<file path="config.mk">
export PLATFORM = sky130hd
export DESIGN_NAME = d2pc_fifo
export DESIGN_NICKNAME = d
export VERILOG_FILES = /design/src/hw/rtl/d2pc_fifo.sv
export SDC_FILE = /design/constraint.sdc
export NUM_CORES = 1
export LEC_CHECK = 0
export ABC_AREA = 1
export ABC_CLOCK_PERIOD_IN_PS = 1900
export BUFFER_PORTS_ARGS = -buffer_cell sky130_fd_sc_hd__buf_2
export CAP_MARGIN = 20
export CORE_ASPECT_RATIO = 1.25
export CORE_MARGIN = 3
export CORE_UTILIZATION = 55
export CTS_CLUSTER_DIAMETER = 120
export DETAILED_ROUTE_END_ITERATION = 7
export PLACE_DENSITY = 0.76
export SYNTH_ARGS = -nofsm -noshare
export SYNTH_HDL_FRONTEND = slang
export SYNTH_SLANG_ARGS = --single-unit
</file>
<file path="constraint.sdc">
create_clock -name clk -period 1.9 [get_ports clk]
set_input_delay 0.095 -clock clk [delete_from_list [all_inputs] [get_ports clk]]
set_output_delay 0.095 -clock clk [all_outputs]
set_load 0.05 [all_outputs]
</file>
<file path="src/hw/rtl/d2pc_fifo.sv">
// small register queue used between front and back and on the result side
`default_nettype none

module d2pc_fifo #(
	parameter int WIDTH = 8,
	parameter int DEPTH = 4
) (
	input  wire logic             clk,
	input  wire logic             arst_n,
	input  wire logic             wr_en,
	input  wire logic [WIDTH-1:0] wr_data,
	output logic                  full,
	input  wire logic             rd_en,
	output logic      [WIDTH-1:0] rd_data,
	output logic                  empty
);

	localparam int PTR_W = (DEPTH > 1) ? $clog2(DEPTH) : 1;
	localparam int LVL_W = $clog2(DEPTH + 1);
	localparam logic [PTR_W-1:0] PTR_LAST = PTR_W'(DEPTH - 1);

	logic [WIDTH-1:0] mem_q [DEPTH];
	logic [PTR_W-1:0] wr_ptr_q, rd_ptr_q;
	logic [LVL_W-1:0] level_q;
	logic             do_wr, do_rd;

	assign full    = (level_q == LVL_W'(DEPTH));
	assign empty   = (level_q == '0);
	assign do_wr   = wr_en && !full;
	assign do_rd   = rd_en && !empty;
	assign rd_data = mem_q[rd_ptr_q];

	always_ff @(posedge clk or negedge arst_n) begin
		if (!arst_n) begin
			wr_ptr_q <= '0;
			rd_ptr_q <= '0;
			level_q  <= '0;
		end else begin
			if (do_wr) begin
				wr_ptr_q <= (wr_ptr_q == PTR_LAST) ? '0 : wr_ptr_q + 1'b1;
			end
			if (do_rd) begin
				rd_ptr_q <= (rd_ptr_q == PTR_LAST) ? '0 : rd_ptr_q + 1'b1;
			end
			unique case ({do_wr, do_rd})
				2'b10:   level_q <= level_q + 1'b1;
				2'b01:   level_q <= level_q - 1'b1;
				default: level_q <= level_q;
			endcase
		end
	end

	always_ff @(posedge clk) begin
		if (do_wr) begin
			mem_q[wr_ptr_q] <= wr_data;
		end
	end

endmodule

`default_nettype wire

</file>
==> results.yml <==
critical_path:
  crit_arrival_ns: 1.99
  cp-end-kind: "register"
  path_cells: "inv_2 > nand3_2 > nand2_4 > ha_1 > inv_1 > fa_1 > nand2_1 > nand3_1 > nand2_1 > nand2_1"
  crit_fanout: 7
  required_ns: 2.15
  path_common_cell: "nand2_1"
  crit_cells: 10
  critPathTopFamily: "adder cells"
  cp-start-kind: "register"
  worstRegToRegCells: 10
  crit_path_top_delay_cell: "dfrtp_1"
  r2r_setup_slack_ns: 0.15
  r2r-start: "level_q[1]$_DFFE_PN0P_"
  slowest_delay_ns: 0.41
  path_class: "reg -> reg"
  path_buf_inv: 2
  r2r-end: "level_q[2]$_DFFE_PN0P_"
layout:
  syn_to_final_growth_pct: 18.1
  nNetsFinal: 213
  final_cell_count_no_fill: 231
  layout-drive-gt1-share_pct: 21.5
  num_antenna_cells: 0
floorplan:
  rows: 22
  core-area_um2: 3000
  io-pin-count: 22
  dieWidth_um: 56.8
  die-area_um2: 3950
  die_h_um: 69.5
  start_util_pct: 59.1
timing:
  fin_worst_skew_ns: 0.00720
  worst_slack_ns: 0.154
  fin_crit_sh_pct: 91.9
  tightest_slew_ns: 0.796
  setup_viol: 0
  slew-limit-headroom_pct: 46.8
  finalHoldViolations: 0
  max_clock_freq_ghz: 0.573
  finalMaxSlewViolations: 0
  layout_min_cycle_time_ns: 1.75
cts:
  cts_tree: "built"
  cts_max_path_buffers: 2
  cts_made_buffers: 5
  clock_latency_ns: 0.35
  path_clk_slew_ns: 0.10
  root_buffer: "clkbuf_4"
  cts.sinks: 39
  htreeDepth: 2
logic_synthesis:
  synth_top_area_share_pct: 54.2
  synth_most_common_cell: "nand2_1"
  yosys.area.top_type: "edfxtp_1"
  syn_area_um2: 1770
  synth_warnings: 0
  ys_types: 16
  avgSynthCellArea_um2: 11.5
  synth_ff_type: "edfxtp_1"
  yosysSeqAreaShare_pct: 64.0
  ys_ff_latch: 39
  syn_nets: 173
  synth_commonest_cells: "38 x nand2_1, 32 x edfxtp_1, 32 x inv_1"
  synth_edf_count: 32
  async_reset_ff_share_pct: 17.9
  synth_cells: 154
  synth.area.top_cells: "edfxtp_1 54%, dfrtp_1 9.9%, nand2_1 8.0%, inv_1 6.8%, o211ai_1 6.3%"
drt:
  ant_nets: 0
  wl_per_cell_um: 13.0
  vias: 1167
  drtIter0Drc: 34
  dr.pass1.iters: 4
  drc_errors: 0
  routed_wl_um: 2990
  viasPerCell: 5.05
flow_run:
  cap_violations: 0
power_and_ir_drop:
  design_power_total_w: 0.00345
  p_leak_nw: 0.955
  powerDensity_nw_per_um2: 1650
  peakVddDrop_mv: 1.17
global_routing:
  grt-ovfl-total: 0
  grt_start_max_net_pins: 33
  grt_pass1_vias: 1149
  grt_use_total_pct: 17.2
  antenna_found_initial: 0
  grt_pass1_wl_um: 5090
placed_design:
  io_buffers: 21
  place_ws_ns: 0.104
  hpwl_um: 2060
  gp_congestion: 0.783
  dp.cells: 211
status:
  status: "completed"
min_path:
  min_delay_worst_endpoint: "rd_ptr_q[1]$_DFFE_PN0P_"
  hold_depth: 3
  min_from: "rd_en"
  hp-class: "in -> reg"
timing repair:
action,CTS,global route
setup endpoints to repair,0,2
setup buffers,0,3
hold buffers,9,0
endpoints found under the hold margin,39,0
resized for setup,0,2
cell families (layout without fill, tap and decap cells):
logic type               Yosys count  in the layout  synth area share [%]
AO/OA/AOI/OAI                     17             17                  7.33
XOR/XNOR                           1              1                 0.494
adder cells (fa/ha/maj)            7              7                  5.36
buffers and inverters             37             78                  9.94
flip-flops                        39             39                  64.0
AND/OR/NAND/NOR                   53             53                  12.8
where the power goes:
part / leakage, nW / total (W) / internal, W / switching (W)
Sequential: 0.378 / 0.00125 / 0.00115 / 0.000102
Combinational: 0.534 / 0.00168 / 0.000495 / 0.00119
Clock: 0.0426 / 0.000522 / 0.000270 / 0.000252
metal layers:
layer	global-route usage (%)	routed length, µm	part of all wire [%]	up-vias
met5	0	0	0	-
met4	5.67	81	2.7	0
met3	7.26	140	4.7	9
met2	29.2	1610	54	24
met1	19.4	1160	39	547
li1	-	-	-	587
worst max path at each step:
| stage | start | to | slack [ns] |
|---|---|---|---|
| detailed placement | level_q[0]$_DFFE_PN0P_ | level_q[2]$_DFFE_PN0P_ | 0.10 |
| global placement | level_q[1]$_DFFE_PN0P_ | level_q[2]$_DFFE_PN0P_ | 0.18 |
| CTS | level_q[0]$_DFFE_PN0P_ | level_q[2]$_DFFE_PN0P_ | 0.08 |
| global route | level_q[2]$_DFFE_PN0P_ | level_q[2]$_DFFE_PN0P_ | -0.06 |
| finish | level_q[1]$_DFFE_PN0P_ | level_q[2]$_DFFE_PN0P_ | 0.15 |
| floorplan | level_q[0]$_DFFE_PN0P_ | level_q[2]$_DFFE_PN0P_ | 0.24 |
cell type report:
cell class	count	area, µm²
sequential	39	1140
timing repair buffer	38	255
fill	230	906
inverter	32	120
clock inverter	3	38.8
clock buffer	5	37.5
multi-input combinational	78	462
tap	36	45.0
cells in the final DEF, fill, tap and decap left out, drive strengths merged:
| cell | Yosys | final |
|---|---|---|
| ha | 6 | 6 |
| buf | 5 | 29 |
| bufinv | 0 | 1 |
| nor2 | 6 | 6 |
| dfrtp | 7 | 7 |
| dlygate4sd3 | 0 | 9 |
| xnor2 | 1 | 1 |
| o211ai | 16 | 16 |
| edfxtp | 32 | 32 |
| fa | 1 | 1 |
| nand2 | 39 | 39 |
| nand3 | 7 | 7 |
| clkinv | 0 | 2 |
| inv | 32 | 32 |
| clkbuf | 0 | 5 |
| o21ai | 1 | 1 |
| nand4 | 1 | 1 |
sequential cells by signal, summed over array words and instances, names as in the netlist:
signal    flops
rd_ptr_q      2
level_q       3
mem_q        32
wr_ptr_q      2
tightest hold or removal path: cells and delay by family:
family                 cells  cell delay [ns]
buffers and inverters      1             0.10
and+or+nand+nor            2             0.13
through the flow:
step / hold WS (ns) / util (%) / instance area (µm²) / setup TNS, ns
after floorplan: -0.201 / - / 1770 / 0
after global placement: -0.0650 / 63.5 / 1910 / 0
after detailed placement: -0.0595 / 63.5 / 1910 / 0
after CTS: 0.000966 / 69.1 / 2070 / 0
after global routing: 0.00770 / 69.8 / 2090 / -0.0804
final: 0.00980 / 69.8 / 2090 / 0
(Power assumes the default switching activity.)
