==> config.mk <==
export PLATFORM = sky130hd
export DESIGN_NAME = d2pc_front
export DESIGN_NICKNAME = d
export VERILOG_FILES = /design/src/hw/rtl/d2pc_pkg.sv /design/src/hw/rtl/d2pc_front.sv
export SDC_FILE = /design/constraint.sdc
export NUM_CORES = 1
export LEC_CHECK = 0
export ABC_AREA = 1
export BUFFER_PORTS_ARGS = -buffer_cell sky130_fd_sc_hd__buf_2
export CAP_MARGIN = 20
export CORE_MARGIN = 3
export CORE_UTILIZATION = 25
export DETAILED_ROUTE_END_ITERATION = 7
export SYNTH_ARGS = -nofsm -noshare
export SYNTH_HDL_FRONTEND = slang
export SYNTH_SLANG_ARGS = --single-unit
==> constraint.sdc <==
create_clock -name clk -period 3.5 [get_ports clk]
set_clock_uncertainty 0.15 [all_clocks]
set_input_delay 0 -clock clk [delete_from_list [all_inputs] [get_ports clk]]
set_output_delay 0 -clock clk [all_outputs]
set_load 0.01 [all_outputs]
==> src/hw/rtl/d2pc_pkg.sv <==
// shared constants, config register codes and the result item type
`default_nettype none

package d2pc_pkg;

	localparam int COORD_BITS_DEF = 10;
	localparam int FRAC_BITS_DEF  = 24;

	localparam int DEPTH_W = 16;
	localparam int COLOR_W = 8;
	localparam int INV_W   = 24;
	localparam int MASK_W  = 8;
	localparam int POS_W   = 27;
	localparam int SXY_W   = 47;
	localparam int SZ_W    = 36;
	localparam int CNT_W   = 21;
	localparam int LFSR_W  = 16;

	localparam logic [LFSR_W-1:0] LFSR_SEED = 16'hACE1;
	localparam logic [LFSR_W-1:0] LFSR_TAPS = 16'hB400;

	localparam int CENTER_COL_RST = 320;
	localparam int CENTER_ROW_RST = 240;
	localparam logic [INV_W-1:0]  INV_FOCAL_RST = 24'd31957;
	localparam logic [MASK_W-1:0] MASK_RST      = 8'd0;

	// magnitude limits of the signed coordinate range
	localparam logic [POS_W:0] POS_LIM = (POS_W+1)'((1 << (POS_W - 1)) - 1);
	localparam logic [POS_W:0] NEG_LIM = (POS_W+1)'(1 << (POS_W - 1));
	localparam logic [CNT_W-1:0] CNT_MAX = '1;
	localparam logic [DEPTH_W-1:0] Z_MAX = '1;

	localparam int CFG_IDX_W  = 3;
	localparam int CFG_DATA_W = 24;

	typedef enum logic [CFG_IDX_W-1:0] {
		CFG_CENTER_COL  = 3'd0,
		CFG_CENTER_ROW  = 3'd1,
		CFG_INV_FOCAL_X = 3'd2,
		CFG_INV_FOCAL_Y = 3'd3,
		CFG_SUB_MASK    = 3'd4
	} cfg_idx_t;

	localparam logic KIND_POINT    = 1'b0;
	localparam logic KIND_CENTROID = 1'b1;

	localparam int CMD_DEPTH = 4;
	localparam int RES_DEPTH = 4;

	typedef struct packed {
		logic               kind;
		logic [POS_W-1:0]   pos_x;
		logic [POS_W-1:0]   pos_y;
		logic [DEPTH_W-1:0] pos_z;
		logic [COLOR_W-1:0] red;
		logic [COLOR_W-1:0] green;
		logic [COLOR_W-1:0] blue;
		logic               centroid_valid;
		logic               last;
	} res_t;

endpackage

`default_nettype wire

==> src/hw/rtl/d2pc_front.sv <==
// front end: config registers, subsample lfsr and pixel classification
`default_nettype none

module d2pc_front #(
	parameter int COORD_BITS = d2pc_pkg::COORD_BITS_DEF,
	parameter int CMD_W      = 2 * COORD_BITS + 42
) (
	input  wire logic                                clk,
	input  wire logic                                arst_n,
	input  wire logic                                cfg_valid,
	input  wire logic [d2pc_pkg::CFG_IDX_W-1:0]      cfg_index,
	input  wire logic [d2pc_pkg::CFG_DATA_W-1:0]     cfg_data,
	input  wire logic                                push,
	input  wire logic [d2pc_pkg::DEPTH_W-1:0]        depth,
	input  wire logic [d2pc_pkg::COLOR_W-1:0]        red,
	input  wire logic [d2pc_pkg::COLOR_W-1:0]        green,
	input  wire logic [d2pc_pkg::COLOR_W-1:0]        blue,
	input  wire logic [COORD_BITS-1:0]               col,
	input  wire logic [COORD_BITS-1:0]               row,
	input  wire logic                                end_of_frame,
	input  wire logic                                cmd_full,
	output logic                                     cmd_push,
	output logic      [CMD_W-1:0]                    cmd_data,
	output logic      [COORD_BITS-1:0]               center_col,
	output logic      [COORD_BITS-1:0]               center_row,
	output logic      [d2pc_pkg::INV_W-1:0]          inv_focal_x,
	output logic      [d2pc_pkg::INV_W-1:0]          inv_focal_y
);

	logic [d2pc_pkg::MASK_W-1:0] mask_q;
	logic [d2pc_pkg::LFSR_W-1:0] lfsr_q, lfsr_next;
	logic                        accept, nonzero, keep;

	always_comb begin
		lfsr_next = {1'b0, lfsr_q[d2pc_pkg::LFSR_W-1:1]}
			^ (lfsr_q[0] ? d2pc_pkg::LFSR_TAPS : '0);
		accept   = push && !cmd_full;
		nonzero  = (depth != '0);
		keep     = nonzero && ((lfsr_next[d2pc_pkg::MASK_W-1:0] & mask_q) == '0);
		// zero depth without end of frame leaves nothing for the back end
		cmd_push = accept && (keep || end_of_frame);
		cmd_data = {depth, red, green, blue, col, row, keep, end_of_frame};
	end

	always_ff @(posedge clk or negedge arst_n) begin
		if (!arst_n) begin
			center_col  <= COORD_BITS'(d2pc_pkg::CENTER_COL_RST);
			center_row  <= COORD_BITS'(d2pc_pkg::CENTER_ROW_RST);
			inv_focal_x <= d2pc_pkg::INV_FOCAL_RST;
			inv_focal_y <= d2pc_pkg::INV_FOCAL_RST;
			mask_q      <= d2pc_pkg::MASK_RST;
			lfsr_q      <= d2pc_pkg::LFSR_SEED;
		end else begin
			if (cfg_valid) begin
				unique case (cfg_index)
					d2pc_pkg::CFG_CENTER_COL:  center_col  <= cfg_data[COORD_BITS-1:0];
					d2pc_pkg::CFG_CENTER_ROW:  center_row  <= cfg_data[COORD_BITS-1:0];
					d2pc_pkg::CFG_INV_FOCAL_X: inv_focal_x <= cfg_data[d2pc_pkg::INV_W-1:0];
					d2pc_pkg::CFG_INV_FOCAL_Y: inv_focal_y <= cfg_data[d2pc_pkg::INV_W-1:0];
					d2pc_pkg::CFG_SUB_MASK:    mask_q      <= cfg_data[d2pc_pkg::MASK_W-1:0];
					default: ;
				endcase
			end
			if (accept && nonzero) begin
				lfsr_q <= lfsr_next;
			end
		end
	end

endmodule

`default_nettype wire

==> impl_metrics.py <==
metrics = {
    "outcome": {
        "status": "finished, final reports clean",
    },
    "synth": {
        "ys.flop_type": "dfrtp_1",
        "ys_types": 22,
        "synth_seq_cells": 92,
        "async_reset_ff_share_pct": 100,
        "synth_area_mm2": 0.00418,
        "syn-num-nets": 540,
        "yosys-top-cells-area": "dfrtp_1 35%, dfstp_2 21%, nand2_1 11%",
        "synth_top_cell_by_area": "dfrtp_1",
        "yosysSeqAreaShare_pct": 56.2,
        "yosysTopAreaCellShare_pct": 34.8,
        "syn_avg_cell_area_um2": 9.34,
        "syn_inst": 447,
        "ys_warn_count": 0,
        "synth_edf_count": 0,
    },
    "worst_setup_path": {
        "path_max_fanout": 48,
        "cp.required_ps": 3580,
        "rr_worst_depth": 2,
        "arrival_ps": 2030,
        "r2r-end": "lfsr_q[10]$_DFFE_PN1P_",
        "crit_path_end_kind": "register",
        "r2r_slack_ps": 2430,
        "worstSetupStartpointType": "input port",
        "criticalPathCategory": "in2reg",
        "reg2reg_from": "lfsr_q[0]$_DFFE_PN1P_",
    },
    "min_path": {
        "hold_start": "cfg_index[2]",
        "holdCritPathClass": "in2reg",
        "min_path_cells": 3,
        "hold_end": "mask_q[2]$_DFFE_PN0P_",
    },
    "global_routing": {
        "grt_pass1_wl_mm": 15.9,
        "grt_overflow_total": 0,
        "antenna_found_initial": 0,
        "grt_pass1_vias": 3095,
        "grt_max_degree": 69,
        "grtUsageTotal_pct": 11.1,
    },
    "timing": {
        "worst_slack_ps": 1550,
        "hold_violations": 0,
        "timing.final.crit_period_ps": 1950,
        "tns_ps": 0,
        "drv_slew": 0,
        "tightest_slew_ps": 985,
        "max_freq_mhz": 513,
        "rsz0062_at_grt": "no",
        "max_slew_margin_pct": 34.0,
        "setup_viol_count_final": 0,
        "min_period_over_period_pct": 55.7,
    },
    "power": {
        "switchingPower_uw": 877,
        "seqPwrFrac_pct": 47.5,
        "p_leak_nw": 2.80,
        "clockPowerShare_pct": 31.1,
        "irDropWorstVdd_v": 0.000230,
        "intPower_mw": 2.20,
        "powerDensity_mw_per_mm2": 553,
        "pwr-share-comb_pct": 21.4,
        "switching_share_pct": 28.5,
    },
    "die": {
        "start_util_pct": 25.9,
        "rows": 46,
        "die_h_um": 135,
        "ioPinCount": 224,
        "die_area_mm2": 0.0183,
        "core_area_mm2": 0.0161,
        "die_w_um": 135,
    },
    "cts": {
        "cts_made_buffers": 9,
        "cts.sinks": 92,
        "cts_root_buffer": "clkbuf_16",
        "hold_buffers": 72,
        "postCtsResizedCells": 0,
        "clk_pin_slew_ps": 60,
        "post_cts.repair.setup_buffers": 0,
        "ctsHtreeMaxLevel": 3,
        "tritoncts": "built",
        "clk_path_buf_depth": 2,
        "clk_latency_ps": 340,
    },
    "final_layout": {
        "final_nets": 679,
        "antenna_cells": 0,
        "regArea_mm2": 0.00234,
        "multi_input_area_mm2": 0.00111,
        "drive_gt1_share_pct": 33.8,
        "n_fill_cell": 1686,
        "finalCoreUtilization_pct": 34.5,
        "syn_to_final_growth_pct": 33.2,
    },
    "drt": {
        "postRouteAntennaNets": 0,
        "totalWireLength_mm": 10.4,
        "first_iter_violations": 92,
        "drc": 0,
        "drtPass1Iterations": 4,
        "routed-via-count": 3246,
        "vias_per_cell": 4.02,
        "wl_per_cell_um": 12.9,
    },
    "place": {
        "gp_congestion": 0.720,
        "place_ws_ps": 1670,
        "placement.io_buffers": 135,
        "dp_hpwl_mm": 6.78,
    },
    "job": {
        "drv_cap": 0,
    },
}
==> state kept, by name, indices dropped and copies added (netlist names) <==
signal and count:
inv_focal_y 24, center_col 10, center_row 10, lfsr_q 16, mask_q 8, inv_focal_x 24
==> cells in the final DEF, fill, tap and decap left out <==
cell type	netlist	layout
clkbuf_1	6	2
xnor2_1	3	3
nand2_2	1	1
nor2_1	12	12
nand3_1	13	13
nand3_2	2	2
nor2_4	1	1
clkinvlp_4	0	2
buf_2	6	134
inv_1	33	33
nand3b_2	1	1
o21ai_1	32	32
clkbuf_8	0	2
buf_4	62	3
nand2_1	125	125
clkbuf_16	0	10
dlygate4sd3_1	0	72
nand3b_1	1	1
nor2_2	1	1
dfstp_2	34	34
a21oi_1	1	1
o21ai_0	39	39
nand2_4	1	1
o21ai_2	8	8
dfrtp_1	58	58
==> cell usage after synthesis, types with 2 or more instances <==
cell type,instances
nor2_1,12
buf_4,62
dfstp_2,34
nand2_1,125
nand3_1,13
o21ai_1,32
o21ai_2,8
dfrtp_1,58
buf_6,7
nand3_2,2
buf_2,6
xnor2_1,3
o21ai_0,39
clkbuf_1,6
inv_1,33
==> metal layers <==
| metal | track usage [%] | wire [µm] | up-vias |
|---|---|---|---|
| met3 | 3.49 | 707 | 11 |
| li1 | - | - | 1621 |
| met1 | 13.5 | 4500 | 1494 |
| met4 | 3.75 | 131 | 0 |
| met5 | 0 | 0 | - |
| met2 | 18.6 | 5070 | 120 |
==> logic make-up after synthesis <==
kind of cell / after synthesis / share of synthesized area, %
DFF: 92 / 56.2
buffers and inverters: 114 / 17.3
AOI/OAI and AO/OA: 80 / 10.3
and+or+nand+nor: 158 / 15.6
xor gates and xnor gates: 3 / 0.629
==> worst max-delay path by stage <==
stage,start,to,slack [ps],cells after the start
after floorplan,lfsr_q[0]$_DFFE_PN1P_,lfsr_q[12]$_DFFE_PN0P_,2310,3
after global placement,cfg_valid,inv_focal_x[2]$_DFFE_PN1P_,1760,5
after detailed placement,cfg_valid,inv_focal_x[2]$_DFFE_PN1P_,1670,5
after CTS,cfg_valid,inv_focal_x[0]$_DFFE_PN1P_,1510,6
after global routing,cfg_valid,inv_focal_x[2]$_DFFE_PN1P_,1250,6
final,cfg_valid,inv_focal_x[0]$_DFFE_PN1P_,1550,6
==> cell type report <==
cell class / instances / area share [%]
Sequential cell: 92 / 42.2
Tap cell: 216 / 4.86
Clock inverter: 2 / 0.270
Inverter: 33 / 2.23
Clock buffer: 14 / 5.13
Timing Repair Buffer: 209 / 25.4
Multi-Input combinational cell: 241 / 20.0
==> stage by stage <==
stage	area (µm²)	hold WS [ps]	cells	power (mW)
final	5560	5.75	807	3.08
after global routing	5560	31.1	807	3.27
after CTS	5560	1.65	807	3.13
after detailed placement	4540	-150	719	2.07
after global placement	4540	-150	719	2.06
after floorplan	4180	-446	447	1.85
==> power groups by stage <==
| stage | Combinational (mW) | Sequential [mW] | Clock, mW |
|---|---|---|---|
| floorplan | 0.322 | 1.53 | 0 |
| global placement | 0.575 | 1.48 | 0 |
| detailed placement | 0.594 | 1.47 | 0 |
| CTS | 0.672 | 1.46 | 0.994 |
| global route | 0.748 | 1.49 | 1.04 |
| finish | 0.659 | 1.46 | 0.958 |
==> worst max-delay path: stages <==
cell and delay [ps]:
dlygate4sd3_1 520, buf_2 110, inv_1 60, nor2_4 160, nand3b_2 740, o21ai_0 440
Note: power is estimated with default switching activity, not from simulation.
